**src/hw/rtl/nlms_pkg.sv**
```systemverilog
// ----------------------------------------------------------------------------
// NLMS echo canceller package
// Shared widths, register indexes and the per-item status passed between the
// top level and the divider.
// ----------------------------------------------------------------------------
`default_nettype none

package nlms_pkg;

    localparam int TAP_COUNT = 128;
    localparam int TAP_W     = $clog2(TAP_COUNT);

    localparam int SAMPLE_W  = 16;
    localparam int WEIGHT_W  = 19;
    localparam int CFG_IDX_W = 2;
    localparam int CFG_DATA_W = 32;

    localparam logic [CFG_IDX_W-1:0] REG_STEP_SIZE     = 2'd0;
    localparam logic [CFG_IDX_W-1:0] REG_POWER_FLOOR   = 2'd1;
    localparam logic [CFG_IDX_W-1:0] REG_WEIGHT_LIMIT  = 2'd2;
    localparam logic [CFG_IDX_W-1:0] REG_HIGHPASS_POLE = 2'd3;

    localparam logic [14:0] STEP_SIZE_RST     = 15'd8192;
    localparam logic [31:0] POWER_FLOOR_RST   = 32'd8000;
    localparam logic [17:0] WEIGHT_LIMIT_RST  = 18'd131072;
    localparam logic [14:0] HIGHPASS_POLE_RST = 15'd32440;

    // Power sum: TAP_COUNT * 2^30 plus one.
    localparam int POWER_W = 31 + TAP_W + 1;
    // Numerator e*r*mu: 16+16+15 bits signed.
    localparam int NUM_W   = 48;
    localparam int ACC_W   = 35 + TAP_W + 1;

    typedef struct packed {
        logic start;
        logic busy;
        logic done;
    } div_ctl_t;

    function automatic logic signed [SAMPLE_W-1:0] sat16(input logic signed [ACC_W:0] v);
        logic signed [ACC_W:0] hi;
        logic signed [ACC_W:0] lo;
        hi = (ACC_W+1)'(32767);
        lo = -(ACC_W+1)'(32768);
        if (v > hi)
            return 16'sh7fff;
        else if (v < lo)
            return 16'sh8000;
        else
            return v[SAMPLE_W-1:0];
    endfunction

endpackage

`default_nettype wire

```
**src/hw/rtl/nlms_div.sv**
```systemverilog
// ----------------------------------------------------------------------------
// NLMS signed divider
// Restoring divider, one quotient bit per cycle, quotient truncated toward
// zero. Used once per tap to form the weight update.
// ----------------------------------------------------------------------------
`default_nettype none

module nlms_div (
    input  wire logic                          clk,
    input  wire logic                          rst_n,
    input  wire logic                          start,
    input  wire logic signed [nlms_pkg::NUM_W-1:0]   numer,
    input  wire logic [nlms_pkg::POWER_W-1:0]        denom,
    output nlms_pkg::div_ctl_t                 ctl,
    output logic signed [nlms_pkg::NUM_W-1:0]  quot
);
    import nlms_pkg::*;

    localparam int CNT_W = $clog2(NUM_W + 1);

    logic [NUM_W-1:0]   q_reg;
    logic [POWER_W:0]   rem_reg;
    logic [POWER_W-1:0] d_reg;
    logic               neg_reg;
    logic [CNT_W-1:0]   cnt_reg;
    logic               busy_reg;
    logic               done_reg;

    logic [POWER_W:0]   trial;
    logic [POWER_W:0]   diff;

    assign trial = {rem_reg[POWER_W-1:0], q_reg[NUM_W-1]};
    assign diff  = trial - {1'b0, d_reg};

    always_ff @(posedge clk or negedge rst_n)
    begin
        if (!rst_n)
        begin
            busy_reg <= 1'b0;
            done_reg <= 1'b0;
            cnt_reg  <= '0;
        end
        else
        begin
            done_reg <= 1'b0;
            if (start)
            begin
                busy_reg <= 1'b1;
                cnt_reg  <= CNT_W'(NUM_W);
            end
            else if (busy_reg)
            begin
                cnt_reg <= cnt_reg - 1'b1;
                if (cnt_reg == CNT_W'(1))
                begin
                    busy_reg <= 1'b0;
                    done_reg <= 1'b1;
                end
            end
        end
    end

    always_ff @(posedge clk)
    begin
        if (start)
        begin
            neg_reg <= numer[NUM_W-1];
            q_reg   <= numer[NUM_W-1] ? NUM_W'(-numer) : NUM_W'(numer);
            rem_reg <= '0;
            d_reg   <= denom;
        end
        else if (busy_reg)
        begin
            if (!diff[POWER_W])
            begin
                rem_reg <= diff;
                q_reg   <= {q_reg[NUM_W-2:0], 1'b1};
            end
            else
            begin
                rem_reg <= trial;
                q_reg   <= {q_reg[NUM_W-2:0], 1'b0};
            end
        end
    end

    assign ctl.start = start;
    assign ctl.busy  = busy_reg;
    assign ctl.done  = done_reg;
    assign quot      = neg_reg ? -$signed(q_reg) : $signed(q_reg);

    a_done_after_busy: assert property (@(posedge clk) disable iff (!rst_n)
        done_reg |-> !busy_reg)
        else $error("divider done while busy");
    a_start_idle: assert property (@(posedge clk) disable iff (!rst_n)
        start |-> !busy_reg)
        else $error("divider started while busy");
    a_busy_after_start: assert property (@(posedge clk) disable iff (!rst_n)
        start |=> busy_reg)
        else $error("divider did not start");

endmodule

`default_nettype wire

```
**config.mk**
```make
export PLATFORM = sky130hd
export DESIGN_NAME = nlms_div
export DESIGN_NICKNAME = d
export VERILOG_FILES = /design/src/hw/rtl/nlms_pkg.sv /design/src/hw/rtl/nlms_div.sv
export SDC_FILE = /design/constraint.sdc
export NUM_CORES = 1
export LEC_CHECK = 0
export BUFFER_PORTS_ARGS = -buffer_cell sky130_fd_sc_hd__buf_4
export CORE_UTILIZATION = 53
export CTS_CLUSTER_DIAMETER = 30
export CTS_CLUSTER_SIZE = 8
export DETAILED_ROUTE_END_ITERATION = 12
export PLACE_DENSITY = 0.87
export SYNTH_ARGS = -nofsm -noshare
export SYNTH_HDL_FRONTEND = slang
export SYNTH_SLANG_ARGS = --single-unit
```
**constraint.sdc**
```tcl
create_clock -name clk -period 4 [get_ports clk]
set_input_delay 0.8 -clock clk [delete_from_list [all_inputs] [get_ports clk]]
set_output_delay 0.8 -clock clk [all_outputs]
set_load 0.01 [all_outputs]
```
==> flow_summary.ini <==
[die]
dieArea_mm2 = 0.0185
rows = 48
die_h_um = 136
num_io_pins = 141
core_mm2 = 0.0174
die_width_um = 136
start_util_pct = 54.7

[finish]
final_util_pct = 67.4
area_growth_pct = 23.2
largest_reg_flops = 48
final_layout_size_suffix_gt1_share_pct = 21.0
diodes = 0
nNetsFinal = 1381

[cts]
clk_latency_ns = 0.43
cts-root-buf = clkbuf_16
cts_sinks = 135
cts-htree-levels = 4
clk_pin_slew_ns = 0.06
cts_buffer_depth = 2
cts_tree = yes
cts_buffers = 17

[worst_setup_path]
r2r-start = d_reg[22]$_DFFE_PP_
required_ns = 3.20
crit_path_start_kind = flip-flop
crit_arrival_ns = 3.74
end_kind = output pin
timing_worst_setup_path_type = flip-flop to output pin
worstSetupStartpoint = q_reg[6]$_DFFE_PP_
crit_fanout = 3

[timing]
setup_viol = 16
worstMarginPinSlew_ns = 1.21
finalHoldViolations = 0
relSlewSlack_pct = 19.5
finalCriticalPeriod_ns = 4.54
clock_skew_ns = 0.0130
holdWs_ns = 0.178
slew_viol_final = 0
post-route-period-util_pct = 113
setup_tns_ns = -7.40
setup_slack_ns = -0.539
fmaxAchievable_mhz = 220
rsz0062_at_grt = yes

[logic_synthesis]
synthCells = 1095
synth_async_sr_flop_share_pct = 5.93
syn_nets = 1229
syn-cell-area_mm2 = 0.00953
avgSynthCellArea_um2 = 8.70
ys.flop_type = edfxtp_1
ys_seq_elements = 135
synth_cell_type_count = 69
ys_warn_count = 0
synth_edf_count = 88
synth_seq_area_share_pct = 38.0

[grt]
grt_pass1_wl_mm = 38.9
antenna_found_initial = 1
overflow = 0
grt_max_degree = 69
grt_pass1_vias = 8203
grt_util_all_layers_pct = 26.7

[power]
leakagePower_nw = 4.87
p_total_mw = 5.48
powerDensity_mw_per_mm2 = 467
irDropWorstVdd_v = 0.000356

[placement]
gp_congestion = 0.908
portBuffers = 140
dpl.hpwl_mm = 17.7
pre_cts_ws_ns = -0.113

[route]
wire_per_inst_um = 16.3
drc_errors = 0
dr.pass1.iters = 6
drt_iter0_markers = 613
dr_total_vias = 8720
wirelength_mm = 24.3
viasPerCell = 5.87
postRouteAntennaNets = 0

[run_status]
violations = setup timing
status = complete, but fails checks

[run]
drv_cap = 0

[worst_hold_path]
hold_class = primary input to async pin
## worst max-delay path, cell delays in order, from the launching register on
cell and delay, ns:
edfxtp_1 0.38, or4_4 0.57, nor3_4 0.19, buf_4 0.14, nand4_1 0.16, or4_4 0.47
or3_4 0.35, or4_4 0.44, buf_4 0.16, o31ai_4 0.17, xnor2_1 0.14, buf_4 0.14
## timing repair
| action | CTS | global route |
|---|---|---|
| hold buffers | 0 | 0 |
| gates resized for setup | 15 | 13 |
| gates cloned | 0 | 0 |
| buffers inserted | 6 | 2 |
| endpoints found under the setup margin | 15 | 30 |
| pin swaps | 4 | 8 |
## Yosys cell counts (all sizes together) (3+ instances only)
cell	n	area share, %
a2111oi	4	0.37
a211oi	5	0.39
a21o	18	1.4
a21oi	89	4.7
a311oi	23	2.1
a31oi	5	0.33
a32oi	3	0.28
buf	13	0.77
clkbuf	44	1.7
dfrtp	8	2.1
dfxtp	39	8.2
edfxtp	88	28
ha	43	5.6
inv	59	2.3
mux2i	5	0.53
nand2	124	4.9
nand2b	10	0.66
nand3	19	1.0
nand3b	3	0.24
nand4	11	0.79
nand4b	3	0.28
nor2	116	4.6
nor2b	7	0.46
nor3	20	1.3
nor4	13	0.85
o211ai	6	0.47
o21a	4	0.32
o21ai	70	3.7
o21bai	6	0.47
o31ai	31	2.8
o41ai	11	1.3
or2	6	0.42
or3	17	1.2
or4	16	1.3
xnor2	72	6.6
xor2	56	5.1
## stage by stage
step	instance area, um2	cells
2_1_floorplan	9530	1095
3_3_place_gp	10900	1445
3_5_place_dp	10900	1445
4_1_cts	11700	1483
5_1_grt	11700	1485
6_report	11700	1485
## cell families (layout without fill, tap and decap cells)
kind of cell / after synthesis / after routing / synth area share [%]
flops: 135 / 135 / 38.0
buf+inv: 117 / 282 / 4.87
fa+ha+maj: 44 / 44 / 5.86
compound gates: 295 / 295 / 20.5
simple gates: 371 / 371 / 18.5
mux: 5 / 5 / 0.525
xor+xnor: 128 / 128 / 11.8
## worst paths after layout
kind / depth (start not counted) / slack (ns) / to
worst max register to register: 13 / 0.32 / rem_reg[13]$_SDFFE_PP0P_
worst min register to register: 2 / 0.49 / rem_reg[29]$_SDFFE_PP0P_
worst min-delay path: 1 / 0.18 / cnt_reg[2]$_DFFE_PN0P_
worst max-delay path: 11 / -0.54 / quot[36]
max in group asynchronous: 1 / 3.67 / busy_reg$_DFF_PN0_
min in group clk: 2 / 0.49 / rem_reg[29]$_SDFFE_PP0P_
## layer usage
layer,vias to the layer above,global-route usage [%],wire [um]
met5,-,0,0
met4,0,9.81,459
met3,39,5.33,2000
met2,361,46.1,11800
met1,4045,32.6,10000
li1,4275,-,-
## cell type report
type / instances / area (um2)
clock inverter: 12 / 150
timing repair buffer: 190 / 1440
inverter: 60 / 225
multi-input combinational: 843 / 5570
fill: 1353 / 5680
tap: 225 / 282
clock buffer: 20 / 447
sequential: 135 / 3620
## power breakdown
part	internal, mW	total, mW	switching, mW
sequential	1.71	1.90	0.187
combinational	0.888	1.99	1.10
clock	0.994	1.60	0.606
## layout by cell type, fill, tap and decap left out, drive strengths merged, types with 3 or more instances in the layout
master | Yosys | layout
buf | 13 | 190
nand2 | 124 | 124
nor2 | 116 | 116
a21oi | 89 | 89
edfxtp | 88 | 88
xnor2 | 72 | 72
o21ai | 70 | 70
inv | 59 | 60
xor2 | 56 | 56
ha | 43 | 43
dfxtp | 39 | 39
o31ai | 31 | 31
a311oi | 23 | 23
clkbuf | 44 | 20
nor3 | 20 | 20
nand3 | 19 | 19
a21o | 18 | 18
or3 | 17 | 17
or4 | 16 | 16
nor4 | 13 | 13
nand4 | 11 | 11
o41ai | 11 | 11
nand2b | 10 | 10
dfrtp | 8 | 8
nor2b | 7 | 7
clkinv | 1 | 7
o21bai | 6 | 6
o211ai | 6 | 6
or2 | 6 | 6
mux2i | 5 | 5
a211oi | 5 | 5
a31oi | 5 | 5
a2111oi | 4 | 4
o21a | 4 | 4
nand3b | 3 | 3
a32oi | 3 | 3
nand4b | 3 | 3
bufinv | 0 | 3
Note: power is estimated with default switching activity, not from simulation.
